==> config.mk <==
export PLATFORM = sky130hd
export DESIGN_NAME = nfapm_front
export DESIGN_NICKNAME = d
export VERILOG_FILES = /design/src/rtl/nfapm_pkg.sv /design/src/rtl/nfapm_front.sv
export SDC_FILE = /design/constraint.sdc
export NUM_CORES = 1
export LEC_CHECK = 0
export BUFFER_PORTS_ARGS = -buffer_cell sky130_fd_sc_hd__buf_2
export CORE_ASPECT_RATIO = 0.7
export CORE_MARGIN = 2
export CORE_UTILIZATION = 41
export CTS_CLUSTER_SIZE = 8
export DETAILED_ROUTE_END_ITERATION = 10
export GPL_TIMING_DRIVEN = 0
export PLACE_DENSITY = 0.74
export SYNTH_ARGS = -nofsm -noshare
export SYNTH_HDL_FRONTEND = slang
export SYNTH_SLANG_ARGS = --single-unit
==> constraint.sdc <==
create_clock -name clock -period 8.25 [get_ports clock]
set_input_delay 0.4125 -clock clock [delete_from_list [all_inputs] [get_ports clock]]
set_output_delay 0.4125 -clock clock [all_outputs]
set_load 0.005 [all_outputs]
==> src/rtl/nfapm_pkg.sv <==
// Shared package of the NFA pattern matcher: the request item type, the command
// and sequencer state encodings, and the node kind codes. It has no dependencies.
`timescale 1ns / 1ps
`default_nettype none
package nfapm_pkg;

   localparam logic [2:0] OP_WRITE_NODE  = 3'd0;
   localparam logic [2:0] OP_WRITE_RANGE = 3'd1;
   localparam logic [2:0] OP_BEGIN_TEXT  = 3'd2;
   localparam logic [2:0] OP_CODE_POINT  = 3'd3;
   localparam logic [2:0] OP_END_TEXT    = 3'd4;

   localparam logic [2:0] KIND_MATCH = 3'd0;
   localparam logic [2:0] KIND_SPLIT = 3'd1;
   localparam logic [2:0] KIND_JUMP  = 3'd2;
   localparam logic [2:0] KIND_START = 3'd3;
   localparam logic [2:0] KIND_END   = 3'd4;
   localparam logic [2:0] KIND_CHAR  = 3'd5;

   localparam logic CSR_NODE_COUNT = 1'b0;
   localparam logic CSR_ENTRY_NODE = 1'b1;

   localparam int NODE_WORD  = 23;
   localparam int RANGE_WORD = 42;

   typedef enum logic [2:0] {
      CMD_NODE, CMD_RANGE, CMD_BEGIN, CMD_POINT, CMD_END
   } cmd_type;

   typedef enum logic [3:0] {
      ST_IDLE, ST_INIT, ST_SWEEP, ST_DRAIN, ST_SETTLE,
      ST_ADV_READ, ST_ADV_NODE, ST_RNG_READ, ST_RNG_CMP, ST_RESP
   } state_type;

   typedef struct packed {
      cmd_type     cmd;
      logic [5:0]  node_index;
      logic [2:0]  node_kind;
      logic [7:0]  first_target;
      logic [7:0]  second_target;
      logic [3:0]  range_total;
      logic [2:0]  range_slot;
      logic [20:0] range_low;
      logic [20:0] range_high;
      logic [20:0] code_point;
   } item_type;

   typedef struct packed {
      logic decided;
      logic matched;
      logic bad;
   } flags_type;

endpackage
`default_nettype wire

==> src/rtl/nfapm_front.sv <==
// Front end of the matcher: decodes request opcodes into commands and holds them
// in a two-entry queue for the engine. Depends on nfapm_pkg.
`timescale 1ns / 1ps
`default_nettype none
module nfapm_front (
   input  wire logic              clock,
   input  wire logic              reset,
   input  wire logic              req_valid,
   output logic                   req_ready,
   input  wire logic [2:0]        req_op,
   input  wire logic [5:0]        req_node_index,
   input  wire logic [2:0]        req_node_kind,
   input  wire logic [7:0]        req_first_target,
   input  wire logic [7:0]        req_second_target,
   input  wire logic [3:0]        req_range_total,
   input  wire logic [2:0]        req_range_slot,
   input  wire logic [20:0]       req_range_low,
   input  wire logic [20:0]       req_range_high,
   input  wire logic [20:0]       req_code_point,
   output nfapm_pkg::item_type    head,
   output logic                   head_valid,
   input  wire logic              head_pop
);
   import nfapm_pkg::*;

   item_type   q_ff [2];
   logic       wr_ptr_ff, wr_ptr_in, rd_ptr_ff, rd_ptr_in;
   logic [1:0] cnt_ff, cnt_in;
   item_type   item;
   logic       cmd_ok, push, pop;

   // Undefined opcodes are accepted and dropped here.
   always_comb begin
      cmd_ok = 1'b1;
      item.cmd = CMD_NODE;
      case (req_op)
         OP_WRITE_NODE:  item.cmd = CMD_NODE;
         OP_WRITE_RANGE: item.cmd = CMD_RANGE;
         OP_BEGIN_TEXT:  item.cmd = CMD_BEGIN;
         OP_CODE_POINT:  item.cmd = CMD_POINT;
         OP_END_TEXT:    item.cmd = CMD_END;
         default:        cmd_ok = 1'b0;
      endcase
      item.node_index    = req_node_index;
      item.node_kind     = req_node_kind;
      item.first_target  = req_first_target;
      item.second_target = req_second_target;
      item.range_total   = req_range_total;
      item.range_slot    = req_range_slot;
      item.range_low     = req_range_low;
      item.range_high    = req_range_high;
      item.code_point    = req_code_point;
   end

   assign req_ready  = (cnt_ff != 2'd2);
   assign head_valid = (cnt_ff != 2'd0);
   assign head       = q_ff[rd_ptr_ff];
   assign push       = req_valid && req_ready && cmd_ok;
   assign pop        = head_pop && head_valid;

   always_comb begin
      wr_ptr_in = push ? ~wr_ptr_ff : wr_ptr_ff;
      rd_ptr_in = pop ? ~rd_ptr_ff : rd_ptr_ff;
      cnt_in    = cnt_ff + 2'(push) - 2'(pop);
   end

   always_ff @(posedge clock) begin
      if (push) begin
         q_ff[wr_ptr_ff] <= item;
      end
      if (reset) begin
         wr_ptr_ff <= 1'b0;
         rd_ptr_ff <= 1'b0;
         cnt_ff    <= 2'd0;
      end else begin
         wr_ptr_ff <= wr_ptr_in;
         rd_ptr_ff <= rd_ptr_in;
         cnt_ff    <= cnt_in;
      end
   end
endmodule
`default_nettype wire

After elaboration in Yosys (flattened, before gate mapping). Memories as Yosys holds them, arrays and structs flattened. A register that Yosys moved wholly into a read port is not among the register bits. Cells that the tools add are included.

Register bits after elaboration: 4. Bits in writable memories: 196. Input bits: 102. Word-level logic and storage cells: 25. Memories kept: 1.

$add $sub $neg: 2. Eq/ne operators: 5. Mux-type cells: 6. Bitwise gates (word level): 2. Reduce and logical (&&, ||, !) cells: 6.

Memory list: q_ff (words 2, width 98, rd ports 1, clocked after Yosys merged registers in 1, wr ports 1, line nfapm_front.sv:26) `item_type q_ff [2];`.

Operator list (number): 3-bit one-hot mux with 4 select lines (1); 3-bit by 2-bit == test with 1-bit output (second input constant) (2); 1-bit 2-to-1 mux (5); 5-bit OR reduction (1); 3-bit by 1-bit == test with 1-bit output (second input constant) (1); 3-bit == test (second input constant) (1); 1-bit logical AND (3); 3-bit logical NOT (1); 2-bit by 1-bit adder with 2-bit output (1); 2-bit inequality test (second input constant) (1); 1-bit NOT (2); 2-bit nonzero test (1); 2-bit by 1-bit subtractor with 2-bit output (1).

Depth between registers and ports, before layout. Gate-level depths: netlist of run 1.

Depth after elaboration: 6. Gate-level depth with buffers: 8.

Worst setup path before layout of run 1. OpenSTA, ideal clock, no wires.

Path type: input to register. Start: input port req_op[1]. End: memory q_ff[0][0] (netlist bit) (enable). Library setup time: 0.556 ns. Data arrival time: 4.811 ns. Required time: 7.694 ns. Path slack: 2.883 ns. Stages: 3. Cells stage by stage: o21ai_0 > nand3_1 > nor2_1.

Cells in the longest elaborated chain, start to end: 6. Elaborated cells between the ends (all ways): 10. Those cells by class: eq/ne: 4; mux: 3; reduce/logical: 3.

Ends and longest elaborated chain: from (decl) (line nfapm_front.sv:10) `input wire logic [2:0] req_op,`; 3-bit == test (tied with other cells) (line nfapm_front.sv:36) `case (req_op)`; 5-bit OR reduction (no line) (*); 1-bit 2-to-1 mux (*) (line nfapm_front.sv:36); 1-bit logical AND (*) (line nfapm_front.sv:58) `assign push = req_valid && req_ready && cmd_ok;`; 1-bit 2-to-1 mux (*) (line nfapm_front.sv:68) `if (push) begin`; 1-bit 2-to-1 mux (implied by the code) (*) (line nfapm_front.sv:69) `q_ff[wr_ptr_ff] <= item;`; to (decl) (line nfapm_front.sv:26).

Mark *: on every way between the ends. The rest lies on a longest branch, timed or not.

==> impl.org, run 1 <==
** Outcome
- The run finished with clean final reports.

** CTS
- TritonCTS created 29 clock buffers.
- After clock tree synthesis, the clock-pin slew on the worst setup and hold paths is 50 ps.
- CTS tree :: yes
- The longest clock path from root to sink contains 3 buffers.
- The clock reaches the later pin of the worst-skew pair after 510 ps.
- Post-cts hold buffer count :: 0
- After clock tree synthesis, the setup repair step added 0 buffers.
- # H-tree levels :: 1
- Clock tree synthesis selected as its root buffer the cell sky130_fd_sc_hd__clkbuf_16.
- PostCTS Resize Cnt :: 0
- The clock drives ~200 sinks.

** Critical path
- Walking the worst path, the cells encountered are buf_6, buf_2, mux2_2, buf_2.
- Data required time of the critical path :: 7840 ps
- Element type at the critical path start :: flop
- The worst setup path is captured at a primary output.
- Among the stages of the critical path, the cell type that occurs most often is sky130_fd_sc_hd__buf_2.
- Of all nets on the critical path, the largest fanout is 10.
- Total buffers and inverters traversed by the critical path :: 3
- Data arrival at the endpoint of the critical path :: 1820 ps
- Highest-delay cell along the critical path :: sky130_fd_sc_hd__mux2_2
- Worst Path Class, Setup :: reg -> out
- Slowest stage delay, CP :: 380 ps
- Broken down by cell family, the worst path's largest delay share belongs to buffers and inverters.

** Synthesis
- For this run, the number of Yosys warnings is 0.
- Counting every net in the synthesized netlist gives 438.
- Most common library cells after synthesis :: sky130_fd_sc_hd__edfxtp_1 (196), sky130_fd_sc_hd__mux2_2 (79), sky130_fd_sc_hd__mux2_4 (20), sky130_fd_sc_hd__buf_2 (7), sky130_fd_sc_hd__nor2_1 (7)
- For this run, asynchronously set or reset flops after synthesis account for 0.
- After synthesis the cells add up to 0.00740 sq mm.
- The largest total area in the synthesized netlist belongs to sky130_fd_sc_hd__edfxtp_1.
- Counting distinct cell types in the post-synthesis netlist gives 18.
- Synthesis produced 334 cells.
- Averaged over all synthesized cells, the footprint is between 20 and 25 sq um.
- Sequential fraction of the synthesis area :: 0.809
- Area share of the leading cell type in the synthesized netlist :: 0.796
- Top post-synthesis cells by area :: sky130_fd_sc_hd__edfxtp_1 (80%), sky130_fd_sc_hd__mux2_2 (12%), sky130_fd_sc_hd__mux2_4 (4.1%)
- Synthesis inferred between 200 and 250 register bits.
- In the synthesized netlist the dominant register cell turns out to be sky130_fd_sc_hd__edfxtp_1.
- Most repeated cell in the gate-level netlist after synthesis :: sky130_fd_sc_hd__edfxtp_1
- Yosys mapped a number of flops with a built-in enable equal to 196.

** Die
- Core area :: ~0.018 sq mm
- Effective utilization at floorplan :: 0.414
- Die ar. :: 0.0191 sq mm
- Number of cell rows :: 41
- Measured along the y axis, the die boundary spans 116 um.
- Horizontal die dimension :: about 160 um
- Number of I/O pins :: between 200 and 250

** Global routing
- Number of global-route vias before repair :: 3992
- Largest net degree at the start of global routing :: 36
- The first global-routing pass estimated 20500 um of wire.
- All-layer global routing usage :: 0.138
- For this run the aggregate overflow at the end of global routing stands at 0.
- The initial antenna violation count came to 0.

** Worst hold path
- Worst min path class :: in -> reg

** Detailed routing
- Dividing the detail-routed wire length by the instance count gives 16.3 um.
- For this run, design rule violations remaining after detail routing come to 0.
- Antenna Nets Post-Route :: 0
- Via total after detailed routing :: roughly 3900
- The first detailed-routing pass took 4 iterations.
- DR vias/cell :: between 4 and 5
- Total wirelength of the detailed-routed design :: around 14000 um
- The detailed router finished its first iteration with 273 violations.

** Power and ir drop
- VDD sags by at most 0.179 mV.
- Combinational share of power :: 0.211
- Cell internal power was estimated by the tool at between 2 and 2.5 mW.
- Switching Fraction :: 0.237
- Of the total power, registers draw 0.434.
- Switching power :: about 0.69 mW
- Of the total power, the clock network draws 0.355.
- Power per unit of standard cell area :: 302 mW/mm^2
- For this design the static power due to leakage is 3.65 nW.

** Timing
- Final Slew Violations :: 0
- Across the routed clock network, the largest skew measured is roughly 7.8 ps.
- Setup repair after global routing missed its margin :: false
- F_max :: 448 MHz
- In this run the tightest slew margin relative to its limit is 0.484.
- Setup total negative slack on the finished layout was measured at 0 ps.
- At the pin with the least slew margin, the transition time is 772 ps.
- Final Hold Vio Count :: 0
- Subtracting the final worst setup slack from the clock period gives 2230 ps.
- Of the available clock period, the critical path in the final layout requires 0.271.
- Total of endpoints with negative setup slack in the final report :: 0

** Place
- Detailed placement ended at an HPWL of 9270 um.
- RePlAce Congestion :: 0.776
- Number of input and output port buffers inserted :: approximately 200

** Final layout
- Total Nets Final :: ~680
- Filler cell count in the final layout :: 1416
- Proportion of layout cells with a drive suffix above 1 :: 0.590
- Final core area utilization :: 0.542
- Area added between synthesis and finish :: 30.7%
- 0 antenna diodes ended up in the layout.

** Job
- Max-cap check violation count :: 0
power by group through the flow:
stage | logic [mW] | clock network [mW] | registers (mW)
floorplan | 0.366 | 0 | 1.29
global placement | 0.594 | 0 | 1.31
detailed placement | 0.629 | 0 | 1.29
CTS | 0.633 | 1.07 | 1.27
global route | 0.677 | 1.12 | 1.27
finish | 0.617 | 1.04 | 1.27
worst reg2reg max path, cell delays in order (launching register included):
cell and delay (ps):
sky130_fd_sc_hd__dfxtp_1 370, sky130_fd_sc_hd__nand2b_1 140, sky130_fd_sc_hd__nand3_1 250, sky130_fd_sc_hd__nor2_4 680, sky130_fd_sc_hd__buf_12 310
path summary, 6_finish.rpt:
path	start	end	slack, ps	cells after the start
hold / removal	req_code_point[4]	q_ff[1][4]$_DFFE_PP_	90	1
hold reg to reg	rd_ptr_ff$_SDFFE_PP0P_	flop	510	2
setup / recovery	flop	head[16]	6020	4
setup reg to reg	cnt_ff[0]$_SDFF_PP0_	q_ff[1][54]$_DFFE_PP_	6180	4
per-layer routing:
layer | wire, um | global-route usage | vias to the layer above | part of all wire
met5 | 0 | 0 | - | 0
met4 | 264 | 0.0435 | 0 | 0.019
met3 | 1020 | 0.0426 | 21 | 0.075
met2 | 6690 | 0.237 | 139 | 0.49
met1 | 5610 | 0.170 | 1893 | 0.41
li1 | - | - | 1804 | -
layout by cell type (no fill, tap or decap):
cell type                   instances
sky130_fd_sc_hd__nand2b_1           1
sky130_fd_sc_hd__ha_1               2
sky130_fd_sc_hd__buf_2            208
sky130_fd_sc_hd__buf_6              4
sky130_fd_sc_hd__clkbuf_16         29
sky130_fd_sc_hd__o21a_1             1
sky130_fd_sc_hd__mux2_2            79
sky130_fd_sc_hd__dfxtp_1            5
sky130_fd_sc_hd__nand3_1            1
sky130_fd_sc_hd__inv_6              1
sky130_fd_sc_hd__buf_16             1
sky130_fd_sc_hd__clkinv_4           1
sky130_fd_sc_hd__xor2_1             1
sky130_fd_sc_hd__inv_1              2
sky130_fd_sc_hd__nor3b_1            1
sky130_fd_sc_hd__mux2_4            20
sky130_fd_sc_hd__o21ai_0            1
sky130_fd_sc_hd__xnor2_1            2
sky130_fd_sc_hd__clkbuf_1          23
sky130_fd_sc_hd__nor2_4             2
sky130_fd_sc_hd__edfxtp_1         196
sky130_fd_sc_hd__or2_2              1
sky130_fd_sc_hd__nor2b_1            3
sky130_fd_sc_hd__nor2_1             5
sky130_fd_sc_hd__buf_12             5
area by class of cell:
type	count	area, sq um	area share
flip-flops and latches	201	5990	0.619
clock buffers	52	812	0.0840
inverters	2	7.51	0.000776
well taps	236	295	0.0305
clock inverters	2	17.5	0.00181
plain buffers	11	80.1	0.00828
repair buffers	207	1130	0.117
multi-input cells	120	1340	0.138
through the flow:
stage               std cells  instance area, sq um  power, mW  hold WS [ps]  setup WS [ps]
CTS                       831                  9670       2.97          62.6           5950
global route              831                  9670       3.07          61.4           5880
floorplan                 334                  7400       1.66           481           2880
detailed placement        777                  8840       1.92           504           5910
finish                    831                  9670       2.92          89.6           6020
global placement          771                  8700       1.90           499            643
sequential cells by signal, indices dropped and copies added, names as in the netlist, named ones only:
register / cells
q_ff: 196
rd_ptr_ff: 1
cnt_ff: 2
wr_ptr_ff: 1
logic make-up after synthesis:
| family | after synthesis | share of synthesized area |
|---|---|---|
| buffers and inverters | 13 | 0.0118 |
| flip-flops | 201 | 0.809 |
| AO/OA/AOI/OAI | 2 | 0.00169 |
| AND/OR/NAND/NOR | 14 | 0.00947 |
| XOR/XNOR | 3 | 0.00355 |
| adder cells (fa/ha/maj) | 2 | 0.00338 |
| multiplexers | 99 | 0.161 |
Note: power is estimated with default switching activity, not from simulation.
==> run 2, diff against run 1 <==
- clock period: 8.25 -> 2.1 ns (I/O delays scaled with it)
==> run 2 against run 1 <==
Die area is the same. First-iteration DRC count shrank 2.6%. Critical path depth grew 1. Combinational power grew to 4.3 times the previous value. Critical endpoint is now head[91].
==> impl.org, run 2 (same netlist as run 1, synthesis figures left out) <==
** Place
- The final HPWL from detailed placement was 9560 um (+3.2%).
- The count of placed standard cells including taps came to 777 (unchanged).
- RePlAce Congestion :: 0.696 (-10%)
- The total of buffers placed on input and output ports is 201 (unchanged).
- Setup slack at placement :: 10.6 ps (-5900 ps)

** Detailed routing
- Routed length per placed instance :: 16.5 um (+0.86%)
- The post-detailed-routing wire length was 15200 um (+12%).
- The antenna violation net count after detailed routing was 0 (unchanged).
- The number of violations reported at the end of detailed-routing iteration 0 came to 266 (-2.6%).
- Via total after detailed routing :: 4248 (+10%)
- The number of vias per cell after detailed routing was 4.61 (-0.73%).
- The number of detailed-routing iterations run before antenna repair is 4 (unchanged).
- DRC Markers :: 0 (unchanged)

** Timing
- The max-slew violation count is 0 (unchanged).
- The slew at the pin closest to its max-slew limit came to 336 ps (-436 ps).
- The total of endpoints with negative setup slack in the final report was 0 (unchanged).
- Dividing the final minimum period by the clock period gives 0.906.
- The clock tree skew after final layout was 12.1 ps (+4.30 ps).
- Setup repair after global routing left no endpoint under its margin.
- Remaining max-slew budget at the tightest pin :: 0.774 (+0.289)
- F_max :: 526 MHz
- Post-route worst setup slack :: 197 ps (-5820 ps)
- The worst path in the final design needs a cycle of around 1900 ps, including I/O delays and setup.
- The final hold violation count was 0 (unchanged).

** Final layout
- Register containing the most flip-flops in the final layout :: q_ff
- Registers with the most flip-flops :: q_ff: 196 flops, cnt_ff: 2 flops
- The net total in the final layout came to 780 (+15%).
- Filler cell count in the final layout :: 1307 (-7.7%)
- The library cell used most frequently in the layout, excluding fill and tap cells, is sky130_fd_sc_hd__buf_2.
- Proportion of layout cells with a drive suffix above 1 :: 0.520 (-0.0695)
- Post-Layout Cell Count :: 922 (+11%)
- The flip-flop count of the largest register after layout was 196 (unchanged).
- The antenna diode count was 0 (unchanged).
- The library cells used most frequently in the layout, excluding fill and tap cells, are sky130_fd_sc_hd__buf_2 (208), sky130_fd_sc_hd__edfxtp_1 (196), sky130_fd_sc_hd__dlygate4sd3_1 (100), sky130_fd_sc_hd__mux2_2 (79), sky130_fd_sc_hd__clkbuf_16 (29).
- Area added between synthesis and finish :: 44.1%

** Power and ir drop
- Combinational share of power :: 0.228 (+0.017)
- Switching power :: 2.77 mW (+300%)
- Power Total :: 11.6 mW (+300%)
- The fraction of power spent switching nets came to 0.239 (+0.00220).
- Power share of the clock group :: 0.342 (-0.013)
- The power per cell area was 1090 mW/mm^2 (+260%).
- Cell Int Power :: 8.81 mW (+300%)
- Maximum VDD drop :: 0.643 mV (+260%)
- The sequential fraction of design power came to 0.430 (-0.004).
- The leakage power of the design is 4.07 nW (+12%).

** CTS
- CTS tree :: yes
- The count of cells resized by post-cts repair came to 0 (unchanged).
- Clock insertion delay at the later pin of the skew report :: 500 ps (about the same)
- Clock buffer depth :: 3 (unchanged)
- The number of levels in the clock H-tree was 1 (unchanged).
- Number of sinks on the clock net :: 201 (unchanged)
- Clock buffers created by TritonCTS :: 29 (unchanged)
- The tree is rooted in a sky130_fd_sc_hd__clkbuf_16.
- Clk pin slew, worst setup/hold paths :: 50 ps (about the same)

** Outcome
- Status :: finished, final reports clean

** Global routing
- The first-pass GRT wire length came to 22600 um (+10%).
- The initial antenna violation count is 0 (unchanged).
- Number of global-route vias before repair :: 4608 (+15%)
- The overflow left after global routing is 0 (unchanged).
- All-layer global routing usage :: 0.151 (+0.0128)
- The maximum number of pins on one net before global-route repair is 33 (-8.3%).

** Critical path
- Critical path capture point type :: primary output
- Crit-path max FO :: 10 (unchanged)
- The number of cells on the worst reg-to-reg path is 8 (+4).
- The data required time at the worst endpoint came to 2000 ps (-5840 ps).
- Element type at the critical path start :: flop
- Data arrival at the endpoint of the critical path :: 1800 ps (-20 ps)
- The worst setup path is of the reg -> out kind.

** Die
- Core area :: 0.0179 sq mm (unchanged)
- The horizontal extent of the die came to 165 um (unchanged).
- The row count was 41 (unchanged).
- Vertical die dimension :: 116 um (unchanged)
- The I/O pin count came to 202 (unchanged).
- The overall die area is 0.0191 sq mm (unchanged).
- Effective utilization at floorplan :: 0.414 (unchanged)

** Worst hold path
- Cells on Worst Hold Path :: 4 (+3)
- The path class of the tightest hold or removal check is in -> reg.

** Job
- The max-cap violation count came to 0 (unchanged).
-- run 2: layout make-up --
cell class              instances  area, sq um  share of cell area
plain buffers                  11         80.1             0.00751
clock buffers                  40          767              0.0719
clock inverters                 1         8.76            0.000821
multi-input cells             120         1360               0.127
repair buffers                311         2160               0.202
well taps                     236          295              0.0277
flip-flops and latches        201         5990               0.562
inverters                       2         7.51            0.000704
-- run 2: layer usage --
metal / part of all wire / up-vias / track usage / wire length, um
li1: - / 1999 / - / -
met5: 0 / - / 0 / 0
met4: 0.024 / 0 / 0.0458 / 366
met3: 0.060 / 28 / 0.0394 / 906
met2: 0.52 / 146 / 0.276 / 7840
met1: 0.40 / 2075 / 0.176 / 6090
-- run 2: power by group through the flow --
stage	clock [mW]	sequential, mW	combinational, mW
after floorplan	0	5.04	1.47
after global placement	0	5.07	2.37
after detailed placement	0	5.06	2.48
after CTS	4.07	4.98	2.65
after global routing	4.23	5.01	2.86
final	3.96	4.98	2.64
-- run 2: critical path, cell delays in order (launching register included) --
cell and delay [ps]:
sky130_fd_sc_hd__dfxtp_1 320, sky130_fd_sc_hd__buf_6 150, sky130_fd_sc_hd__buf_6 170, sky130_fd_sc_hd__buf_6 200, sky130_fd_sc_hd__mux2_4 320, sky130_fd_sc_hd__buf_2 130
-- run 2: worst paths after layout --
check | start | end | slack, ps
min reg2reg | rd_ptr_ff$_SDFFE_PP0P_ | flop | 510
max reg2reg | cnt_ff[0]$_SDFF_PP0_ | cnt_ff[1]$_SDFF_PP0_ | 510
min | head_pop | flop | 20
max | flop | head[91] | 200
-- run 2: repair_timing --
action / 4_1_cts / 5_1_grt
buffers inserted: 0 / 4
hold buffers: 100 / 0
hold endpoints to repair: 201 / 0
endpoints found under the setup margin: 0 / 64
-- run 2: metrics by stage --
stage | utilization | hold WS (ps) | TNS (ps) | cell area [sq um]
6_report | 0.597 | 22.5 | 0 | 10700
2_1_floorplan | - | 169 | -70970 | 7430
3_5_place_dp | 0.496 | 298 | 0 | 8850
5_1_grt | 0.597 | 23.7 | 0 | 10700
3_3_place_gp | 0.489 | 292 | -236580 | 8730
4_1_cts | 0.596 | 6.24 | 0 | 10600
